File: src/sv/dsmrc_pkg.sv
package dsmrc_pkg;

  localparam int FRAME_BYTES   = 16;
  localparam int CHANNEL_SLOTS = 16;

  localparam int FB_AW = $clog2(FRAME_BYTES);
  localparam int FB_PW = $clog2(FRAME_BYTES + 2);
  localparam int CS_AW = (CHANNEL_SLOTS > 1) ? $clog2(CHANNEL_SLOTS) : 1;

  localparam int PULSE_W    = 11;
  localparam int CFG_IDX_W  = 2;
  localparam int CFG_DATA_W = 16;

  localparam logic [PULSE_W-1:0] PULSE_OFFSET  = 11'd988;
  localparam logic [PULSE_W-1:0] PULSE_DEFAULT = 11'd1500;
  localparam logic [15:0]        GAP_RESET     = 16'd5000;
  localparam logic [4:0]         LIMIT_RESET   = 5'd12;

  // The first word pair starts right after the two-byte header.
  localparam logic [FB_PW-1:0] FIRST_PAIR_HI = FB_PW'(2);

  localparam logic [CFG_IDX_W-1:0] CFG_RES_MODE  = 2'd0;
  localparam logic [CFG_IDX_W-1:0] CFG_CH_LIMIT  = 2'd1;
  localparam logic [CFG_IDX_W-1:0] CFG_GAP_LIMIT = 2'd2;

  localparam logic CMD_BYTE = 1'b0;
  localparam logic CMD_READ = 1'b1;

  typedef enum logic [2:0] {
    ST_IDLE,
    ST_BYTE,
    ST_DEC_HI,
    ST_DEC_LO,
    ST_DEC_WR,
    ST_TBL_RD,
    ST_TBL_WAIT,
    ST_FIN
  } state_t;

  typedef struct packed {
    logic latch_in;
    logic dec_start;
    logic byte_upd;
    logic fs_re;
    logic hi_cap;
    logic tbl_we;
    logic dec_done;
    logic tbl_re;
    logic cap_read;
    logic out_load;
  } dp_cmd_t;

  typedef struct packed {
    logic pending;
    logic more_pairs;
    logic out_free;
  } dp_sts_t;

endpackage

File: src/sv/dsmrc_ram.sv
module dsmrc_ram #(
  parameter int WIDTH = 8,
  parameter int DEPTH = 16
) (
  input  logic                                       clk,
  input  logic                                       we,
  input  logic [((DEPTH > 1) ? $clog2(DEPTH) : 1)-1:0] waddr,
  input  logic [WIDTH-1:0]                           wdata,
  input  logic                                       re,
  input  logic [((DEPTH > 1) ? $clog2(DEPTH) : 1)-1:0] raddr,
  output logic [WIDTH-1:0]                           rdata
);

  logic [WIDTH-1:0] mem_r [DEPTH];
  logic [WIDTH-1:0] rdata_r;

  always_ff @(posedge clk) begin
    if (we) begin
      mem_r[waddr] <= wdata;
    end
    if (re) begin
      rdata_r <= mem_r[raddr];
    end
  end

  assign rdata = rdata_r;

endmodule

File: src/sv/dsmrc_ctrl.sv
module dsmrc_ctrl
  import dsmrc_pkg::*;
(
  input  logic    clk,
  input  logic    rst_n,
  input  logic    in_valid,
  input  logic    in_command,
  output logic    in_stall,
  input  dp_sts_t sts,
  output dp_cmd_t cmd
);

  state_t state_r, state_nxt;
  logic   accept;

  assign in_stall = (state_r != ST_IDLE);
  assign accept   = in_valid && (state_r == ST_IDLE);

  always_ff @(posedge clk) begin
    if (!rst_n) begin
      state_r <= ST_IDLE;
    end else begin
      state_r <= state_nxt;
    end
  end

  always_comb begin
    state_nxt = state_r;
    unique case (state_r)
      ST_IDLE: begin
        if (accept) begin
          if (in_command == CMD_BYTE) begin
            state_nxt = ST_BYTE;
          end else if (sts.pending) begin
            state_nxt = ST_DEC_HI;
          end else begin
            state_nxt = ST_TBL_RD;
          end
        end
      end
      ST_BYTE:     state_nxt = ST_FIN;
      ST_DEC_HI:   state_nxt = ST_DEC_LO;
      ST_DEC_LO:   state_nxt = ST_DEC_WR;
      ST_DEC_WR: begin
        // The next high byte is fetched here, so later pairs skip ST_DEC_HI.
        state_nxt = sts.more_pairs ? ST_DEC_LO : ST_TBL_RD;
      end
      ST_TBL_RD:   state_nxt = ST_TBL_WAIT;
      ST_TBL_WAIT: state_nxt = ST_FIN;
      ST_FIN: begin
        if (sts.out_free) begin
          state_nxt = ST_IDLE;
        end
      end
      default:     state_nxt = ST_IDLE;
    endcase
  end

  always_comb begin
    cmd = '0;
    unique case (state_r)
      ST_IDLE: begin
        cmd.latch_in  = accept;
        cmd.dec_start = accept;
      end
      ST_BYTE: begin
        cmd.byte_upd = 1'b1;
      end
      ST_DEC_HI: begin
        cmd.fs_re = 1'b1;
      end
      ST_DEC_LO: begin
        cmd.fs_re  = 1'b1;
        cmd.hi_cap = 1'b1;
      end
      ST_DEC_WR: begin
        cmd.tbl_we   = 1'b1;
        cmd.fs_re    = sts.more_pairs;
        cmd.dec_done = !sts.more_pairs;
      end
      ST_TBL_RD: begin
        cmd.tbl_re = 1'b1;
      end
      ST_TBL_WAIT: begin
        cmd.cap_read = 1'b1;
      end
      ST_FIN: begin
        cmd.out_load = sts.out_free;
      end
      default: begin
        cmd = '0;
      end
    endcase
  end

endmodule

File: src/sv/dsmrc_dp.sv
module dsmrc_dp
  import dsmrc_pkg::*;
(
  input  logic                  clk,
  input  logic                  rst_n,
  input  dp_cmd_t               cmd,
  output dp_sts_t               sts,
  input  logic                  cfg_we,
  input  logic [CFG_IDX_W-1:0]  cfg_index,
  input  logic [CFG_DATA_W-1:0] cfg_wdata,
  input  logic [7:0]            in_data_byte,
  input  logic [31:0]           in_timestamp_us,
  input  logic [7:0]            in_channel_index,
  output logic                  out_valid,
  input  logic                  out_stall,
  output logic [PULSE_W-1:0]    out_pulse_us,
  output logic                  out_frame_complete,
  output logic                  out_index_out_of_range
);

  logic             cfg_mode_r;
  logic [4:0]       cfg_limit_r;
  logic [15:0]      cfg_gap_r;

  logic [7:0]       data_r;
  logic [31:0]      ts_r;
  logic [7:0]       idx_r;

  logic [FB_AW-1:0] pos_r, pos_nxt;
  logic [31:0]      last_r, last_nxt;
  logic             pending_r, pending_nxt;
  logic [FB_PW-1:0] ptr_r, ptr_nxt;
  logic [7:0]       hi_r;
  logic [CHANNEL_SLOTS-1:0] tv_r, tv_nxt;

  logic [PULSE_W-1:0] res_pulse_r;
  logic               res_done_r;
  logic               res_oor_r;

  logic               out_valid_r, out_valid_nxt;
  logic [PULSE_W-1:0] out_pulse_r;
  logic               out_done_r;
  logic               out_oor_r;

  logic [31:0]      gap;
  logic             restart;
  logic [FB_AW-1:0] pos_base;
  logic [FB_AW:0]   pos_inc;
  logic             frame_done;

  logic [7:0]         fs_rdata;
  logic [3:0]         dec_id;
  logic [9:0]         dec_base;
  logic [PULSE_W-1:0] dec_value;
  logic               tbl_wen;
  logic [CS_AW-1:0]   tbl_waddr;
  logic [PULSE_W-1:0] tbl_rdata;
  logic               idx_oor;

  // Configuration registers.
  always_ff @(posedge clk) begin
    if (!rst_n) begin
      cfg_mode_r  <= 1'b0;
      cfg_limit_r <= LIMIT_RESET;
      cfg_gap_r   <= GAP_RESET;
    end else if (cfg_we) begin
      unique case (cfg_index)
        CFG_RES_MODE:  cfg_mode_r  <= cfg_wdata[0];
        CFG_CH_LIMIT:  cfg_limit_r <= cfg_wdata[4:0];
        CFG_GAP_LIMIT: cfg_gap_r   <= cfg_wdata;
        default: begin
        end
      endcase
    end
  end

  always_ff @(posedge clk) begin
    if (cmd.latch_in) begin
      data_r <= in_data_byte;
      ts_r   <= in_timestamp_us;
      idx_r  <= in_channel_index;
    end
    if (cmd.hi_cap) begin
      hi_r <= fs_rdata;
    end
  end

  // Byte path: the gap is taken modulo 2^32 against the previous arrival.
  assign gap        = ts_r - last_r;
  assign restart    = gap > {16'd0, cfg_gap_r};
  assign pos_base   = restart ? '0 : pos_r;
  assign pos_inc    = {1'b0, pos_base} + (FB_AW + 1)'(1);
  assign frame_done = (pos_inc == (FB_AW + 1)'(FRAME_BYTES));

  // Word pair decode: both modes reduce to a 10-bit base plus the offset.
  assign dec_id    = cfg_mode_r ? hi_r[5:2] : hi_r[6:3];
  assign dec_base  = cfg_mode_r ? {hi_r[1:0], fs_rdata} : {hi_r[2:0], fs_rdata[7:1]};
  assign dec_value = {1'b0, dec_base} + PULSE_OFFSET;
  assign tbl_wen   = cmd.tbl_we && ({1'b0, dec_id} < cfg_limit_r)
                     && ({1'b0, dec_id} < 5'(CHANNEL_SLOTS));
  assign tbl_waddr = dec_id[CS_AW-1:0];

  assign idx_oor = (idx_r >= 8'(CHANNEL_SLOTS));

  always_comb begin
    pos_nxt     = pos_r;
    last_nxt    = last_r;
    pending_nxt = pending_r;
    ptr_nxt     = ptr_r;
    tv_nxt      = tv_r;
    if (cmd.byte_upd) begin
      last_nxt = ts_r;
      pos_nxt  = frame_done ? '0 : pos_inc[FB_AW-1:0];
      if (frame_done) begin
        pending_nxt = 1'b1;
      end
    end
    if (cmd.dec_start) begin
      ptr_nxt = FIRST_PAIR_HI;
    end else if (cmd.fs_re) begin
      ptr_nxt = ptr_r + FB_PW'(1);
    end
    if (tbl_wen) begin
      tv_nxt[tbl_waddr] = 1'b1;
    end
    if (cmd.dec_done) begin
      pending_nxt = 1'b0;
    end
  end

  always_ff @(posedge clk) begin
    if (!rst_n) begin
      pos_r     <= '0;
      last_r    <= '0;
      pending_r <= 1'b0;
      ptr_r     <= FIRST_PAIR_HI;
      tv_r      <= '0;
    end else begin
      pos_r     <= pos_nxt;
      last_r    <= last_nxt;
      pending_r <= pending_nxt;
      ptr_r     <= ptr_nxt;
      tv_r      <= tv_nxt;
    end
  end

  dsmrc_ram #(
    .WIDTH (8),
    .DEPTH (FRAME_BYTES)
  ) u_frame_ram (
    .clk   (clk),
    .we    (cmd.byte_upd),
    .waddr (pos_base),
    .wdata (data_r),
    .re    (cmd.fs_re),
    .raddr (ptr_r[FB_AW-1:0]),
    .rdata (fs_rdata)
  );

  dsmrc_ram #(
    .WIDTH (PULSE_W),
    .DEPTH (CHANNEL_SLOTS)
  ) u_table_ram (
    .clk   (clk),
    .we    (tbl_wen),
    .waddr (tbl_waddr),
    .wdata (dec_value),
    .re    (cmd.tbl_re),
    .raddr (idx_r[CS_AW-1:0]),
    .rdata (tbl_rdata)
  );

  // Result capture; a table entry never written reads as zero.
  always_ff @(posedge clk) begin
    if (cmd.byte_upd) begin
      res_pulse_r <= '0;
      res_done_r  <= frame_done;
      res_oor_r   <= 1'b0;
    end else if (cmd.cap_read) begin
      res_done_r <= 1'b0;
      res_oor_r  <= idx_oor;
      if (idx_oor) begin
        res_pulse_r <= PULSE_DEFAULT;
      end else if (tv_r[idx_r[CS_AW-1:0]]) begin
        res_pulse_r <= tbl_rdata;
      end else begin
        res_pulse_r <= '0;
      end
    end
  end

  // Output register: a new result may load in the cycle the old one transfers.
  always_comb begin
    out_valid_nxt = out_valid_r && out_stall;
    if (cmd.out_load) begin
      out_valid_nxt = 1'b1;
    end
  end

  always_ff @(posedge clk) begin
    if (!rst_n) begin
      out_valid_r <= 1'b0;
    end else begin
      out_valid_r <= out_valid_nxt;
    end
  end

  always_ff @(posedge clk) begin
    if (cmd.out_load) begin
      out_pulse_r <= res_pulse_r;
      out_done_r  <= res_done_r;
      out_oor_r   <= res_oor_r;
    end
  end

  assign sts.pending    = pending_r;
  assign sts.more_pairs = (ptr_r < FB_PW'(FRAME_BYTES - 1));
  assign sts.out_free   = !out_valid_r || !out_stall;

  assign out_valid              = out_valid_r;
  assign out_pulse_us           = out_pulse_r;
  assign out_frame_complete     = out_done_r;
  assign out_index_out_of_range = out_oor_r;

endmodule

File: src/sv/dsm_rc_frame_decoder_top.sv
// Serial RC frame decoder.
// Input channel (in_valid / in_stall): each transfer is either a received
// byte with its microsecond arrival time (in_command = 0) or a channel
// read (in_command = 1). Output channel (out_valid / out_stall): exactly
// one result per input transfer, in order.
// The block works on one item at a time. A byte is stored in ST_BYTE;
// a read looks up the table in ST_TBL_RD and ST_TBL_WAIT, and when a
// complete frame is waiting it first fetches the first high byte and
// decodes the seven word pairs into the table. The pair walk is bound by
// the single read port of the frame RAM.
// in_stall is high from the cycle after a transfer until the result sits
// in the output register, which holds it while out_stall is high; the next
// item is taken while that result waits, and its own result waits until
// the register frees up.
// Configuration writes (cfg_we, cfg_index, cfg_wdata) take effect at once
// and must be made while no item is in flight; the block does not enforce it.
// Reset (rst_n low, synchronous) empties the output, restarts the frame
// position, clears the pending frame and the arrival time, restores the
// configuration defaults and makes every channel read as zero.
module dsm_rc_frame_decoder_top
  import dsmrc_pkg::*;
(
  input  logic                  clk,
  input  logic                  rst_n,
  input  logic                  in_valid,
  output logic                  in_stall,
  input  logic                  in_command,
  input  logic [7:0]            in_data_byte,
  input  logic [31:0]           in_timestamp_us,
  input  logic [7:0]            in_channel_index,
  output logic                  out_valid,
  input  logic                  out_stall,
  output logic [PULSE_W-1:0]    out_pulse_us,
  output logic                  out_frame_complete,
  output logic                  out_index_out_of_range,
  input  logic                  cfg_we,
  input  logic [CFG_IDX_W-1:0]  cfg_index,
  input  logic [CFG_DATA_W-1:0] cfg_wdata
);

  dp_cmd_t cmd;
  dp_sts_t sts;

  dsmrc_ctrl u_ctrl (
    .clk        (clk),
    .rst_n      (rst_n),
    .in_valid   (in_valid),
    .in_command (in_command),
    .in_stall   (in_stall),
    .sts        (sts),
    .cmd        (cmd)
  );

  dsmrc_dp u_dp (
    .clk                    (clk),
    .rst_n                  (rst_n),
    .cmd                    (cmd),
    .sts                    (sts),
    .cfg_we                 (cfg_we),
    .cfg_index              (cfg_index),
    .cfg_wdata              (cfg_wdata),
    .in_data_byte           (in_data_byte),
    .in_timestamp_us        (in_timestamp_us),
    .in_channel_index       (in_channel_index),
    .out_valid              (out_valid),
    .out_stall              (out_stall),
    .out_pulse_us           (out_pulse_us),
    .out_frame_complete     (out_frame_complete),
    .out_index_out_of_range (out_index_out_of_range)
  );

endmodule

File: config.mk
export PLATFORM = sky130hd
export DESIGN_NAME = dsm_rc_frame_decoder_top
export DESIGN_NICKNAME = d
export VERILOG_FILES = /design/src/sv/dsmrc_pkg.sv /design/src/sv/dsmrc_ram.sv /design/src/sv/dsmrc_ctrl.sv /design/src/sv/dsmrc_dp.sv /design/src/sv/dsm_rc_frame_decoder_top.sv
export SDC_FILE = /design/constraint.sdc
export NUM_CORES = 1
export LEC_CHECK = 0
export ABC_CLOCK_PERIOD_IN_PS = 6300
export BUFFER_PORTS_ARGS = -buffer_cell sky130_fd_sc_hd__buf_2
export CORE_ASPECT_RATIO = 0.8
export CORE_UTILIZATION = 55
export DETAILED_ROUTE_END_ITERATION = 16
export GPL_TIMING_DRIVEN = 0
export PLACE_DENSITY = 0.75
export SLEW_MARGIN = 0
export SYNTH_ARGS = -nofsm -noshare
export SYNTH_HDL_FRONTEND = slang
export SYNTH_HIERARCHICAL = 1
export SYNTH_SLANG_ARGS = --single-unit
File: constraint.sdc
create_clock -name clk -period 6.3 [get_ports clk]
set_input_delay 0.315 -clock clk [delete_from_list [all_inputs] [get_ports clk]]
set_output_delay 0.315 -clock clk [all_outputs]
set_load 0.02 [all_outputs]
After elaboration in Yosys (flattened, before gate mapping)
Memories as Yosys holds them, arrays and structs flattened. A register that Yosys moved wholly into a read port is not among the register bits.
Cells that the tools add are included.

word-level totals
  flip-flop bits (word level) = 165
  bits in latches = 0
  bits in writable memories = 304
  ROM bits = 0
  input bits = 72
  output and inout port bits = 15
  logic and storage cells = 99
  memories = 2

operators by class
  add/sub/neg operators = 4
  multiply operators = 0
  divide/modulo/power cells = 0
  magnitude comparators = 7
  equality and inequality tests = 12
  shifts and indexed selects = 0
  mux-type cells = 31
  bitwise logic cells = 2
  reduce and logical (&&, ||, !) cells = 21

memories
  memory                  words  bits a word  read ports  clocked after memory_dff  wr ports  RTL line         RTL
  u_dp.u_table_ram.mem_r  16     11           1           1                         1         dsmrc_ram.sv:14  logic [WIDTH-1:0] mem_r [DEPTH];
  u_dp.u_frame_ram.mem_r  16     8            1           1                         1         dsmrc_ram.sv:14

operator list
  operator                count
  $gt 32x16->1            1
  $sub 32x32->32          1
  $mux 11                 2
  $pmux 3 s7              1
  $or 16x16->16           1
  $mux 3                  5
  $mux 1                  14
  $eq 3x3->1 const B      4
  $mux 4                  3
  $add 10x10->11 const B  1
  $lt 4x5->1 const B      2
  $mux 10                 1
  $reduce_and 2->1        5
  $ge 8x5->1 const B      1
  $reduce_or 2->1         4
  $eq 3x2->1 const B      2
  $add 4x1->5 const B     1
  $add 5x1->5 const B     1
  $eq 5x5->1 const B      1
  $lt 4x5->1              1
  $lt 5x4->1 const B      1
  $bmux 1 s4              1
  $demux 1 s4             1
  $ge 4x1->1 const B      1
  14 further kinds        21

Depth between registers and ports, before layout
Gate-level depths: netlist of run 1.

  word-level depth = 6
  gate-level depth with buffers = 24

Modules after synthesis
Netlist of run 1, hierarchy kept.

by module, submodules not included
  module                        instances  cells an instance  area an instance (µm²)  sequential area each (µm²)
  dsmrc_dp                      1          859                8460.6                  3933.8
  dsmrc_ram (u_dp.u_table_ram)  1          305                7149.4                  5615.4
  dsmrc_ram (u_dp.u_frame_ram)  1          229                5227.5                  4083.9
  dsmrc_ctrl                    1          39                 297.8                   60.1

Worst setup path before layout of run 1
OpenSTA, ideal clock, no wires.

  path type = register to register
  start = register u_dp.ts_r[1]
  end = memory u_dp.u_frame_ram.mem_r[8][0] (netlist: u_dp/u_frame_ram/mem_r[4][0]) (enable)
  arrival time = 4550 ps
  data required time = 5917 ps
  setup slack = 1366 ps
  cell stages (with the launch flop) = 21
  buffers on the path = 0
  period minus slack after synthesis = 4934 ps
  path through = edfxtp_1 ha_1 nor2b_1 o2111ai_1 a2111oi_4 nor2_1 o21bai_1 a21o_1 a21oi_1 xnor2_1 ha_1 nand4_1 nor4_1 a21oi_1 nor4_1 nand4_1 nor4b_4 nand2_2 nor2_1 nand3b_1 nor3_1

between the ends
  cells in the longest elaborated chain, start to end = 3

RTL lines
  what                    RTL line         RTL
  from (decl)             dsmrc_dp.sv:26   logic [31:0] ts_r;
  from (signal assigned)  dsmrc_dp.sv:80   ts_r <= in_timestamp_us;
  $sub 32x32->32          dsmrc_dp.sv:89   assign gap = ts_r - last_r;
  $gt 32x16->1            dsmrc_dp.sv:90   assign restart = gap > {16'd0, cfg_gap_r};
  $mux 4                  dsmrc_dp.sv:91   assign pos_base = restart ? '0 : pos_r;
  net u_dp.pos_base[2]    dsmrc_dp.sv:47   logic [FB_AW-1:0] pos_base;
  to (decl)               dsmrc_ram.sv:14

The timed path passes the listed nets, and every way through them passes these cells.

Worst setup path in the final report of run 1
  start = register u_dp.ts_r[1]
  end = memory u_dp.u_frame_ram.mem_r[10][1] (netlist: u_dp/u_frame_ram/mem_r[5][1]) (enable)

The elaborated chain is that of the path after synthesis.

==> metrics.csv, run 1 <==
stage,metric,value,unit
run_status,status,finished clean,
synth,syn-cell-area,0.0211,mm²
hold_path,hold_end,u_dp/cfg_limit_r[2]$_SDFFE_PN1P_,
placement,place_area,0.0223,mm²
detailed_routing,vias,12900,
clocking,clkTransAtPathRegs,0.06,ns
setup_path,regToRegSetupSlack,0.16,ns
placement,hpwl,30900,µm
detailed_routing,wl,45400,µm
die,io_pins,87,
die,die_w,221,µm
global_routing,antenna_found_initial,0,
final_layout,fill_cells,2611,
power_and_ir_drop,total_power,8.51,mW
die,coreArea,0.0374,mm²
synth,synth_cells,1432,
setup_path,regToRegEndpoint,u_dp/u_frame_ram/mem_r[5][1]$_DFFE_PP_,
final_layout,final_area,0.0243,mm²
global_routing,grt_overflow_total,0,
detailed_routing,wl_per_cell,21.1,µm
power_and_ir_drop,ir_drop,0.259,mV
power_and_ir_drop,p_leak,8.54,nW
final_layout,area_growth_syn_to_layout,15.2,%
setup_path,ff2ff_path_depth,20,
sta,period_minus_slack,6.14,ns
hold_path,hold_path_class,input port to register,
sta,relSlewSlack,8.63,%
clocking,cts_post_setup_buffers_inserted,0,
flow_run,drv_cap,0,
synth,syn-num-nets,1558,
die,std_cell_rows,63,
setup_path,cp.arrival,6.31,ns
sta,whs,0.0308,ns
clocking,clock_sinks,488,
detailed_routing,drc,0,
sta,tightestPinTransition,1.36,ns
hold_path,hold_depth,3,
hold_path,hold_start,cfg_wdata[2],
sta,post-route-period-util,97.4,%
final_layout,drive_gt1_share,16.8,%
global_routing,grt_max_degree,49,
setup_path,crit_type,register to register,
setup_path,worstPathRequired,6.47,ns
synth,ys_seq_area_share,64.8,%
setup_path,crit_path_end_kind,register,
final_layout,fin_nets,1753,
sta,grt_setup_unrepaired,yes,
die,die_y,177,µm
placement,gp_congestion,0.904,
placement,port_buffers,86,
synth,ys_async_sr_fraction,0,%
detailed_routing,vias_per_cell,6.02,
die,start_util,56.4,%
detailed_routing,firstDrtPassIters,5,
sta,slew_viol_final,0,
clocking,clock_path_buffers,3,
die,die_area,0.0392,mm²
sta,skew,0.0154,ns
synth,ys.flop_type,edfxtp_1,
power_and_ir_drop,p_per_area,349,mW/mm²
global_routing,grt_pass1_wl,69800,µm
final_layout,num_antenna_cells,0,
detailed_routing,ant_nets,0,
synth,ys_warn_count,6,
sta,fmax,163,MHz
setup_path,reg2reg_from,u_dp/ts_r[1]$_DFFE_PP_,
setup_path,cp_max_fo,9,
sta,worst_slack,0.161,ns
sta,setup_viol,0,
synth,postSynthAreaPerCell,14.8,µm²
global_routing,grt_pass1_vias,12600,
clocking,cts_htree_levels,2,
final_layout,utilization,65.0,%
synth,ys_ff_latch,488,
setup_path,startpoint_type,register,
clocking,cts_made_buffers,46,
clocking,cts_tree,done,
synth,synth.distinct_cells,86,
synth,synth_edf_count,392,
placement,pre_cts_ws,-0.173,ns
global_routing,grtUsageTotal,23.4,%
clocking,insertion_delay,0.56,ns
detailed_routing,drtIter0Drc,1237,
sta,finalHoldViolCount,0,
clocking,root_buffer,clkbuf_16,
==> what timing repair did <==
action / 4_1_cts / 5_1_grt
gates cloned: 0 / 0
endpoints found under the setup margin: 24 / 120
gates resized for setup: 3 / 2
hold endpoints to repair: 55 / 0
hold buffers: 54 / 0
==> cell usage after synthesis (8+ instances only) <==
| library cell | count | area (µm²) |
|---|---|---|
| nand3_1 | 13 | 65.1 |
| xor2_1 | 15 | 131 |
| nor3b_1 | 8 | 60.1 |
| xnor2_1 | 19 | 166 |
| buf_2 | 10 | 50.1 |
| edfxtp_1 | 392 | 11800 |
| mux4_1 | 35 | 920 |
| nand2_1 | 110 | 413 |
| nand4_1 | 12 | 75.1 |
| o21ai_0 | 28 | 140 |
| mux2i_1 | 45 | 450 |
| o21a_1 | 24 | 180 |
| inv_1 | 75 | 282 |
| ha_1 | 53 | 663 |
| clkbuf_1 | 18 | 67.6 |
| nand2b_1 | 12 | 75.1 |
| mux4_2 | 46 | 1040 |
| a21oi_1 | 55 | 275 |
| dfxtp_1 | 96 | 1920 |
| nor2b_1 | 10 | 62.6 |
| nor3_1 | 15 | 75.1 |
| a21o_1 | 12 | 90.1 |
| a22oi_1 | 47 | 353 |
| nor2_1 | 126 | 473 |
==> logic make-up (layout without fill, tap and decap cells) <==
group	after synthesis	in the layout	synth area share (%)
buffers and inverters	132	361	3.02
adder cells (fa/ha/maj)	54	54	3.23
AO/OA/AOI/OAI	242	242	8.03
multiplexers	131	131	11.7
XOR/XNOR	34	34	1.41
flip-flops	488	488	64.8
AND/OR/NAND/NOR	351	351	7.87
==> cell usage in the layout (no fill, tap or decap), drive strengths merged, types with 32 or more instances in the layout <==
cell         instances
o21ai               32
clkbuf              82
buf                125
mux2i               45
dfxtp               96
mux4                81
nand2              111
dlygate4sd3         54
edfxtp             392
a21oi               60
a22oi               47
nor2               126
inv                 78
ha                  53
==> worst max-delay path, stage by stage (launching register included) <==
cell and delay [ns]:
edfxtp_1 0.45, ha_1 0.32, nor2b_1 0.18, o2111ai_1 0.20
a2111oi_4 0.50, nor2_1 0.10, o21bai_1 0.23, a21o_1 0.15
a21oi_1 0.07, xnor2_1 0.19, ha_1 0.28, nand4_1 0.16
a21oi_1 0.06, a211oi_1 0.27, a21oi_1 0.16, nor4_1 0.25
nand4_1 0.21, nor4b_4 0.53, and3_1 0.52, nand2b_1 0.21
nor2_1 0.72
==> cell type report <==
type	instances	area (µm²)	share of cell area, %
multi-input combinational	812	6860	28.2
tap	487	609	2.50
clock inverter	20	230	0.946
clock buffer	62	1260	5.19
inverter	77	289	1.19
sequential	488	13700	56.3
buffer	55	349	1.43
timing repair buffer	147	1050	4.30
==> per-stage QoR <==
| step | cells | setup TNS, ns |
|---|---|---|
| floorplan | 1432 | 0 |
| global placement | 2005 | -0.764 |
| detailed placement | 2011 | -1.93 |
| CTS | 2147 | 0 |
| global route | 2148 | -15.00 |
| finish | 2148 | 0 |
==> power by group <==
| group | internal (mW) | switching, mW |
|---|---|---|
| registers | 3.86 | 0.136 |
| logic | 0.702 | 1.05 |
| clock network | 1.61 | 1.15 |
| total | 6.17 | 2.33 |
==> metal layers <==
metal  track usage (%)  part of all wire [%]  up-vias
li1                  -                     -     5895
met1              33.2                    44     6403
met2              37.6                    46      540
met3              3.87                   7.1       84
met4              6.88                   2.3        0
met5                 0                     0        -
==> worst max-delay path by stage <==
stage | startpoint | to | slack [ns] | cells past startpoint
floorplan | u_dp/ts_r[1]$_DFFE_PP_ | u_dp/u_frame_ram/mem_r[4][0]$_DFFE_PP_ | 1.37 | 20
global placement | u_dp/ts_r[1]$_DFFE_PP_ | u_dp/u_frame_ram/mem_r[8][0]$_DFFE_PP_ | -0.09 | 21
detailed placement | u_dp/ts_r[1]$_DFFE_PP_ | u_dp/u_frame_ram/mem_r[8][0]$_DFFE_PP_ | -0.17 | 21
CTS | u_dp/ts_r[1]$_DFFE_PP_ | u_dp/u_frame_ram/mem_r[11][1]$_DFFE_PP_ | 0.19 | 20
global route | u_dp/ts_r[1]$_DFFE_PP_ | u_dp/u_frame_ram/mem_r[7][2]$_DFFE_PP_ | -0.19 | 20
finish | u_dp/ts_r[1]$_DFFE_PP_ | u_dp/u_frame_ram/mem_r[5][1]$_DFFE_PP_ | 0.16 | 20
==> registers in the layout, indices dropped and copies added (netlist names), 11 cells and up <==
| register | count |
|---|---|
| u_dp/cfg_gap_r | 16 |
| u_dp/last_r | 32 |
| u_dp/out_pulse_us | 11 |
| u_dp/res_pulse_r | 11 |
| u_dp/ts_r | 32 |
| u_dp/tv_r | 16 |
| u_dp/u_frame_ram/mem_r | 128 |
| u_dp/u_table_ram/mem_r | 176 |
| u_dp/u_table_ram/rdata | 11 |
Power figures use the tool's default switching activity.
==> inputs of run 2 (changes only) <==
- BUFFER_PORTS_ARGS: -buffer_cell sky130_fd_sc_hd__buf_2 -> default
- DONT_BUFFER_PORTS: default -> 1
- PLACE_DENSITY: 0.75 -> 0.73
==> run 2 against run 1 <==
  * Routed wire length up 0.27%
  * Critical endpoint is now u_dp/u_frame_ram/mem_r[4][1]$_DFFE_PP_
  * Count of clock-buffer cells in the layout down 3
  * Critical path depth unchanged
  * Total power down 1.6%
  * Clock skew about the same
  * Combinational power about the same
  * Flip-flop and latch count unchanged
  * Largest power group unchanged
  * First-iteration DRC count down 20%
  * Global-route usage up 0.32 points
  * Final cell count down 2.8%
  * Clock power down 5%
==> metrics.csv, run 2 (synthesis results as in run 1) <==
stage,metric,value,unit
sta,tightestPinTransition,1.40,ns
placement,gp_congestion,0.893,
setup_path,crit_chain,"ha_1, nor2b_1, o2111ai_1, a2111oi_4, nor2_1, o21bai_1, a21o_1, a21oi_1, xnor2_1, ha_1, nand4_1, nor4_1, a21oi_1, nor4_1, nand4_1, nor4b_4, nand2_2, nor2_1, nand3b_1, nor3_2",
detailed_routing,vias_per_cell,5.99,
setup_path,crit_type,register to register,
clocking,clkTransAtPathRegs,0.07,ns
global_routing,grt_max_degree,49,
detailed_routing,firstDrtPassIters,7,
setup_path,cp_max_fo,8,
final_layout,area_growth_syn_to_layout,13.8,%
clocking,insertion_delay,0.57,ns
hold_path,hold_depth,3,
sta,period_minus_slack,6.13,ns
setup_path,regToRegSetupSlack,0.17,ns
setup_path,cp.arrival,6.32,ns
final_layout,top_regs,"u_dp/u_table_ram/mem_r: 176 flops, u_dp/u_frame_ram/mem_r: 128 flops",
detailed_routing,wl_per_cell,21.8,µm
clocking,clock_sinks,488,
clocking,cts_htree_levels,2,
die,die_area,0.0392,mm²
final_layout,top_register,u_dp/u_table_ram/mem_r,
flow_run,drv_cap,0,
final_layout,layout_common_cells,"392 x edfxtp_1, 117 x nor2_1, 110 x nand2_1",
final_layout,largest_register_ffs,176,
power_and_ir_drop,p_per_area,348,mW/mm²
detailed_routing,vias,12500,
global_routing,grt.busiest_layer,met2,
global_routing,grt_overflow_total,0,
clocking,root_buffer,clkbuf_16,
sta,skew,0.0154,ns
final_layout,final_common_cell,edfxtp_1,
run_status,status,finished clean,
die,die_w,221,µm
global_routing,met2_usage,37.4,%
clocking,cts_tree,done,
global_routing,antenna_found_initial,2,
power_and_ir_drop,ir_drop,0.252,mV
die,io_pins,87,
sta,relSlewSlack,5.85,%
final_layout,fill_cells,2637,
setup_path,max_stage_delay,0.75,ns
final_layout,drive_gt1_share,12.6,%
sta,post-route-period-util,97.3,%
sta,grt_setup_unrepaired,yes,
sta,slew_viol_final,0,
final_layout,fin_nets,1683,
placement,port_buffers,0,
sta,finalHoldViolCount,0,
sta,fin_setup_tns,0,ns
global_routing,grtUsageTotal,23.7,%
setup_path,cp_num_buf_inv,0,
setup_path,worstPathRequired,6.49,ns
power_and_ir_drop,p_leak,8.23,nW
global_routing,use_met3,4.78,%
placement,hpwl,30500,µm
detailed_routing,wl,45500,µm
global_routing,grt_pass1_wl,70600,µm
clocking,cts_made_buffers,45,
power_and_ir_drop,total_power,8.37,mW
detailed_routing,drtIter0Drc,992,
global_routing,grt_pass1_vias,12400,
die,std_cell_rows,63,
die,coreArea,0.0374,mm²
setup_path,crit_cells,20,
clocking,cts_post_setup_buffers_inserted,0,
setup_path,critPathTopFamily,simple AND/OR/NAND/NOR gates,
detailed_routing,ant_nets,0,
sta,fmax,163,MHz
die,die_y,177,µm
setup_path,ff2ff_path_depth,20,
setup_path,crit_path_end_kind,register,
sta,setup_viol,0,
die,start_util,56.4,%
detailed_routing,drc,0,
clocking,clock_path_buffers,3,
setup_path,startpoint_type,register,
hold_path,hold_path_class,input port to register,
setup_path,cpMaxStageDelayCell,nor3_2,
global_routing,met1_usage,34.1,%
[run 2: cell types whose count changed in the layout (fill, tap and decap cells not counted), moves of 3 or more]
cell,delta
buf_2,-86
dlygate4sd3_1,+18
diode_2,+7
nor2_1,-7
nor2_2,+7
buf_6,-3
bufinv_16,-3
[run 2: routing by layer]
layer / vias to the layer above / routed length, µm
li1: 5776 / -
met1: 6185 / 20300
met2: 471 / 20800
met3: 65 / 3580
met4: 0 / 790
met5: - / 0
[run 2: cell type report]
| cell class | instances | area, µm² | share of cell area [%] |
|---|---|---|---|
| diodes | 7 | 17.5 | 0.0728 |
| plain buffers | 55 | 349 | 1.45 |
| clock buffers | 59 | 1220 | 5.07 |
| clock inverters | 24 | 210 | 0.874 |
| inverters | 77 | 289 | 1.20 |
| multi-input cells | 812 | 6880 | 28.6 |
| flip-flops and latches | 488 | 13700 | 56.9 |
| well taps | 487 | 609 | 2.53 |
| repair buffers | 78 | 777 | 3.23 |
[run 2: final timing paths]
check	end	from
max	u_dp/u_frame_ram/mem_r[4][1]$_DFFE_PP_	u_dp/ts_r[1]$_DFFE_PP_
min	u_dp/cfg_mode_r$_SDFFE_PN0P_	cfg_index[0]
min reg2reg	u_dp/out_index_out_of_range$_DFFE_PP_	u_dp/res_oor_r$_SDFFE_PP0P_
max reg2reg	u_dp/u_frame_ram/mem_r[4][1]$_DFFE_PP_	u_dp/ts_r[1]$_DFFE_PP_
[run 2: worst register-to-register path, delay by kind of cell, from the launching register on]
| family | cells | cell delay (ns) |
|---|---|---|
| AO/OA/AOI/OAI | 6 | 1.32 |
| flip-flops | 1 | 0.45 |
| AND/OR/NAND/NOR | 11 | 3.20 |
| XOR/XNOR | 1 | 0.15 |
| adder cells (fa/ha/maj) | 2 | 0.62 |
[run 2: stage by stage]
stage | utilization (%) | hold slack, ns | cells | setup WS, ns | cell area, µm²
floorplan | - | 0.400 | 1432 | 1.37 | 21100
CTS | 64.1 | 0.0799 | 2080 | 0.0133 | 24000
finish | 64.2 | 0.125 | 2087 | 0.168 | 24000
global route | 64.2 | 0.118 | 2082 | -0.128 | 24000
global placement | 58.1 | 0.414 | 1919 | -0.0611 | 21700
detailed placement | 58.3 | 0.414 | 1925 | -0.0435 | 21800
[run 2: what timing repair did]
item                                    in CTS  in global routing
hold endpoints to repair                    74                  0
endpoints found under the setup margin      16                120
pin swaps                                    0                  0
resized for setup                            2                 10
hold buffers                                72                  0
[run 2: report_power, final]
group	internal (mW)	switching (mW)
Sequential	3.86	0.142
Combinational	0.692	1.04
Clock	1.46	1.17
Total	6.02	2.35
==> inputs of run 3 (changes only) <==
- ABC_CLOCK_PERIOD_IN_PS: 6300 -> 5650
- clock period: 6.3 -> 5.65 ns (I/O delays scaled with it)
==> run 3 against run 2 <==
  * Combinational power rose by 13%
  * Flip-flop and latch count stayed put
  * Sequential power grew 12%
  * Hold slack worse by 0.034 ns
  * Final cell count increased by 0.38%
  * Die area did not move
  * Routed wire length increased by 2.5%
  * Clock power is 12% higher
  * Final area grew 1.1%
  * Non-clock buffer count is 12 higher
  * Setup slack lost 0.096 ns
  * Register-to-register slack worse by 0.096 ns
==> metrics.csv, run 3 (synthesis results as in run 1) <==
stage,metric,value,unit
setup_path,critPathTopFamily,simple AND/OR/NAND/NOR gates,
placement,port_buffers,0,
sta,tightestPinTransition,1.39,ns
detailed_routing,wl_met2,21400,µm
final_layout,area_growth_syn_to_layout,15.0,%
detailed_routing,vias,12700,
clocking,cts_made_buffers,45,
setup_path,cpMaxStageDelayCell,edfxtp_1,
setup_path,crit_path_end_kind,register,
placement,place_area,0.0218,mm²
setup_path,startpoint_type,register,
sta,setup_viol,0,
clocking,clock_path_buffers,3,
detailed_routing,ant_nets,0,
final_layout,final_common_cell,edfxtp_1,
final_layout,top_register,u_dp/u_table_ram/mem_r,
sta,finalHoldViolCount,0,
sta,skew,0.0145,ns
placement,pre_cts_ws,-0.694,ns
clocking,clkTransAtPathRegs,0.07,ns
final_layout,top_regs,"u_dp/u_table_ram/mem_r: 176 flops, u_dp/u_frame_ram/mem_r: 128 flops",
die,std_cell_rows,63,
detailed_routing,drtIter0Drc,1065,
clocking,root_buffer,clkbuf_16,
sta,period_minus_slack,5.58,ns
setup_path,crit_chain,"ha_1, nand2_1, or3_1, o21ai_1, nor2_2, o21bai_2, a21o_1, a21oi_1, xnor2_1, ha_1, nand4_1, a21oi_1, a211oi_1, a21oi_1, nor4_1, nand4_1, nor4b_4, buf_4, nand2_2, nor2_4, nand3b_1, nor3_4, buf_12",
detailed_routing,top_layer_used,met4,
sta,fin_setup_tns,0,ns
detailed_routing,firstDrtPassIters,5,
global_routing,grt_pass1_vias,12400,
placement,hpwl,30500,µm
sta,worst_slack,0.0719,ns
die,die_w,221,µm
sta,slew_viol_final,0,
detailed_routing,wl_met3,4030,µm
sta,post-route-period-util,98.7,%
final_layout,largest_register_ffs,176,
setup_path,cp.arrival,5.85,ns
die,io_pins,87,
final_layout,layout_common_cells,"392 x edfxtp_1, 111 x nor2_1, 110 x nand2_1",
final_layout,instances_no_fill,2095,
run_status,status,finished clean,
clocking,cts_tree,done,
die,coreArea,0.0374,mm²
placement,placed_cells,1925,
die,die_area,0.0392,mm²
final_layout,drive_gt1_share,14.0,%
hold_path,hold_path_class,input port to register,
clocking,insertion_delay,0.57,ns
detailed_routing,drc,0,
final_layout,fin_nets,1695,
global_routing,grt_pass1_wl,71000,µm
setup_path,cp_max_fo,8,
power_and_ir_drop,p_per_area,385,mW/mm²
detailed_routing,wl_met1,20400,µm
detailed_routing,wl_per_cell,22.3,µm
power_and_ir_drop,ir_drop,0.281,mV
clocking,cts_htree_levels,2,
clocking,clock_sinks,488,
setup_path,max_stage_delay,0.41,ns
sta,whs,0.0909,ns
setup_path,worstPathRequired,5.93,ns
setup_path,regToRegSetupSlack,0.07,ns
die,die_y,177,µm
placement,gp_congestion,0.893,
global_routing,antenna_found_initial,2,
detailed_routing,vias_per_cell,6.05,
power_and_ir_drop,total_power,9.36,mW
sta,fmax,179,MHz
power_and_ir_drop,p_leak,8.31,nW
detailed_routing,wl,46600,µm
global_routing,grt_overflow_total,0,
global_routing,grt_max_degree,49,
setup_path,crit_type,register to register,
final_layout,final_area,0.0243,mm²
global_routing,grtUsageTotal,23.8,%
setup_path,cp_common_cell,a21oi_1,
setup_path,cp_num_buf_inv,2,
final_layout,utilization,64.9,%
flow_run,drv_cap,0,
sta,relSlewSlack,7.09,%
die,start_util,56.4,%
-- run 3: cell types whose count changed in the layout (fill, tap and decap cells not counted), moves of 2 or more --
cell	previous run	this run
buf_4	9	16
nor2_4	0	14
buf_12	1	5
nor3_2	7	4
nor2_2	9	1
and3_2	0	2
and3_1	6	4
diode_2	7	3
nor3_4	1	4
nor2_1	117	111
-- run 3: timing repair --
item / 4_1_cts / 5_1_grt
hold endpoints to repair: 74 / 0
hold buffers: 72 / 0
setup buffers: 3 / 8
endpoints found under the setup margin: 130 / 129
resized for setup: 23 / 18
pin swaps: 2 / 12
-- run 3: where the power goes --
| part | total [mW] | internal (mW) | switching [mW] |
|---|---|---|---|
| clock network | 2.94 | 1.63 | 1.31 |
| logic | 1.95 | 0.777 | 1.17 |
| registers | 4.47 | 4.31 | 0.161 |
| total | 9.36 | 6.72 | 2.64 |
-- run 3: path summary, 6_finish.rpt --
check / start / endpoint / cells past startpoint
setup / recovery: u_dp/ts_r[10]$_DFFE_PP_ / u_dp/u_frame_ram/mem_r[4][1]$_DFFE_PP_ / 23
hold / removal: cfg_index[0] / u_dp/cfg_mode_r$_SDFFE_PN0P_ / 3
setup reg to reg: u_dp/ts_r[10]$_DFFE_PP_ / u_dp/u_frame_ram/mem_r[4][1]$_DFFE_PP_ / 23
hold reg to reg: u_dp/res_oor_r$_SDFFE_PP0P_ / u_dp/out_index_out_of_range$_DFFE_PP_ / 0
-- run 3: worst register-to-register path: stages (launching register included) --
cell      delay (ns)
edfxtp_1        0.41
ha_1            0.39
nand2_1         0.15
or3_1           0.40
o21ai_1         0.23
nor2_2          0.11
o21bai_2        0.17
a21o_1          0.13
a21oi_1         0.07
xnor2_1         0.18
ha_1            0.28
nand4_1         0.16
a21oi_1         0.06
a211oi_1        0.23
a21oi_1         0.14
nor4_1          0.25
nand4_1         0.20
nor4b_4         0.30
buf_4           0.19
nand2_2         0.13
nor2_4          0.21
nand3b_1        0.36
nor3_4          0.36
buf_12          0.18
-- run 3: layout make-up --
| cell class | instances | area [µm²] |
|---|---|---|
| buffer | 55 | 349 |
| multi-input combinational | 812 | 7010 |
| tap | 487 | 609 |
| sequential | 488 | 13700 |
| antenna | 3 | 7.51 |
| clock inverter | 24 | 210 |
| inverter | 77 | 289 |
| timing repair buffer | 90 | 917 |
| fill | 2593 | 13100 |
| clock buffer | 59 | 1220 |
-- run 3: routing by layer --
layer | global-route usage [%] | vias to the layer above
met1 | 34.5 | 6287
met2 | 37.9 | 519
li1 | - | 5788
met3 | 4.35 | 75
met5 | 0 | -
met4 | 5.68 | 0
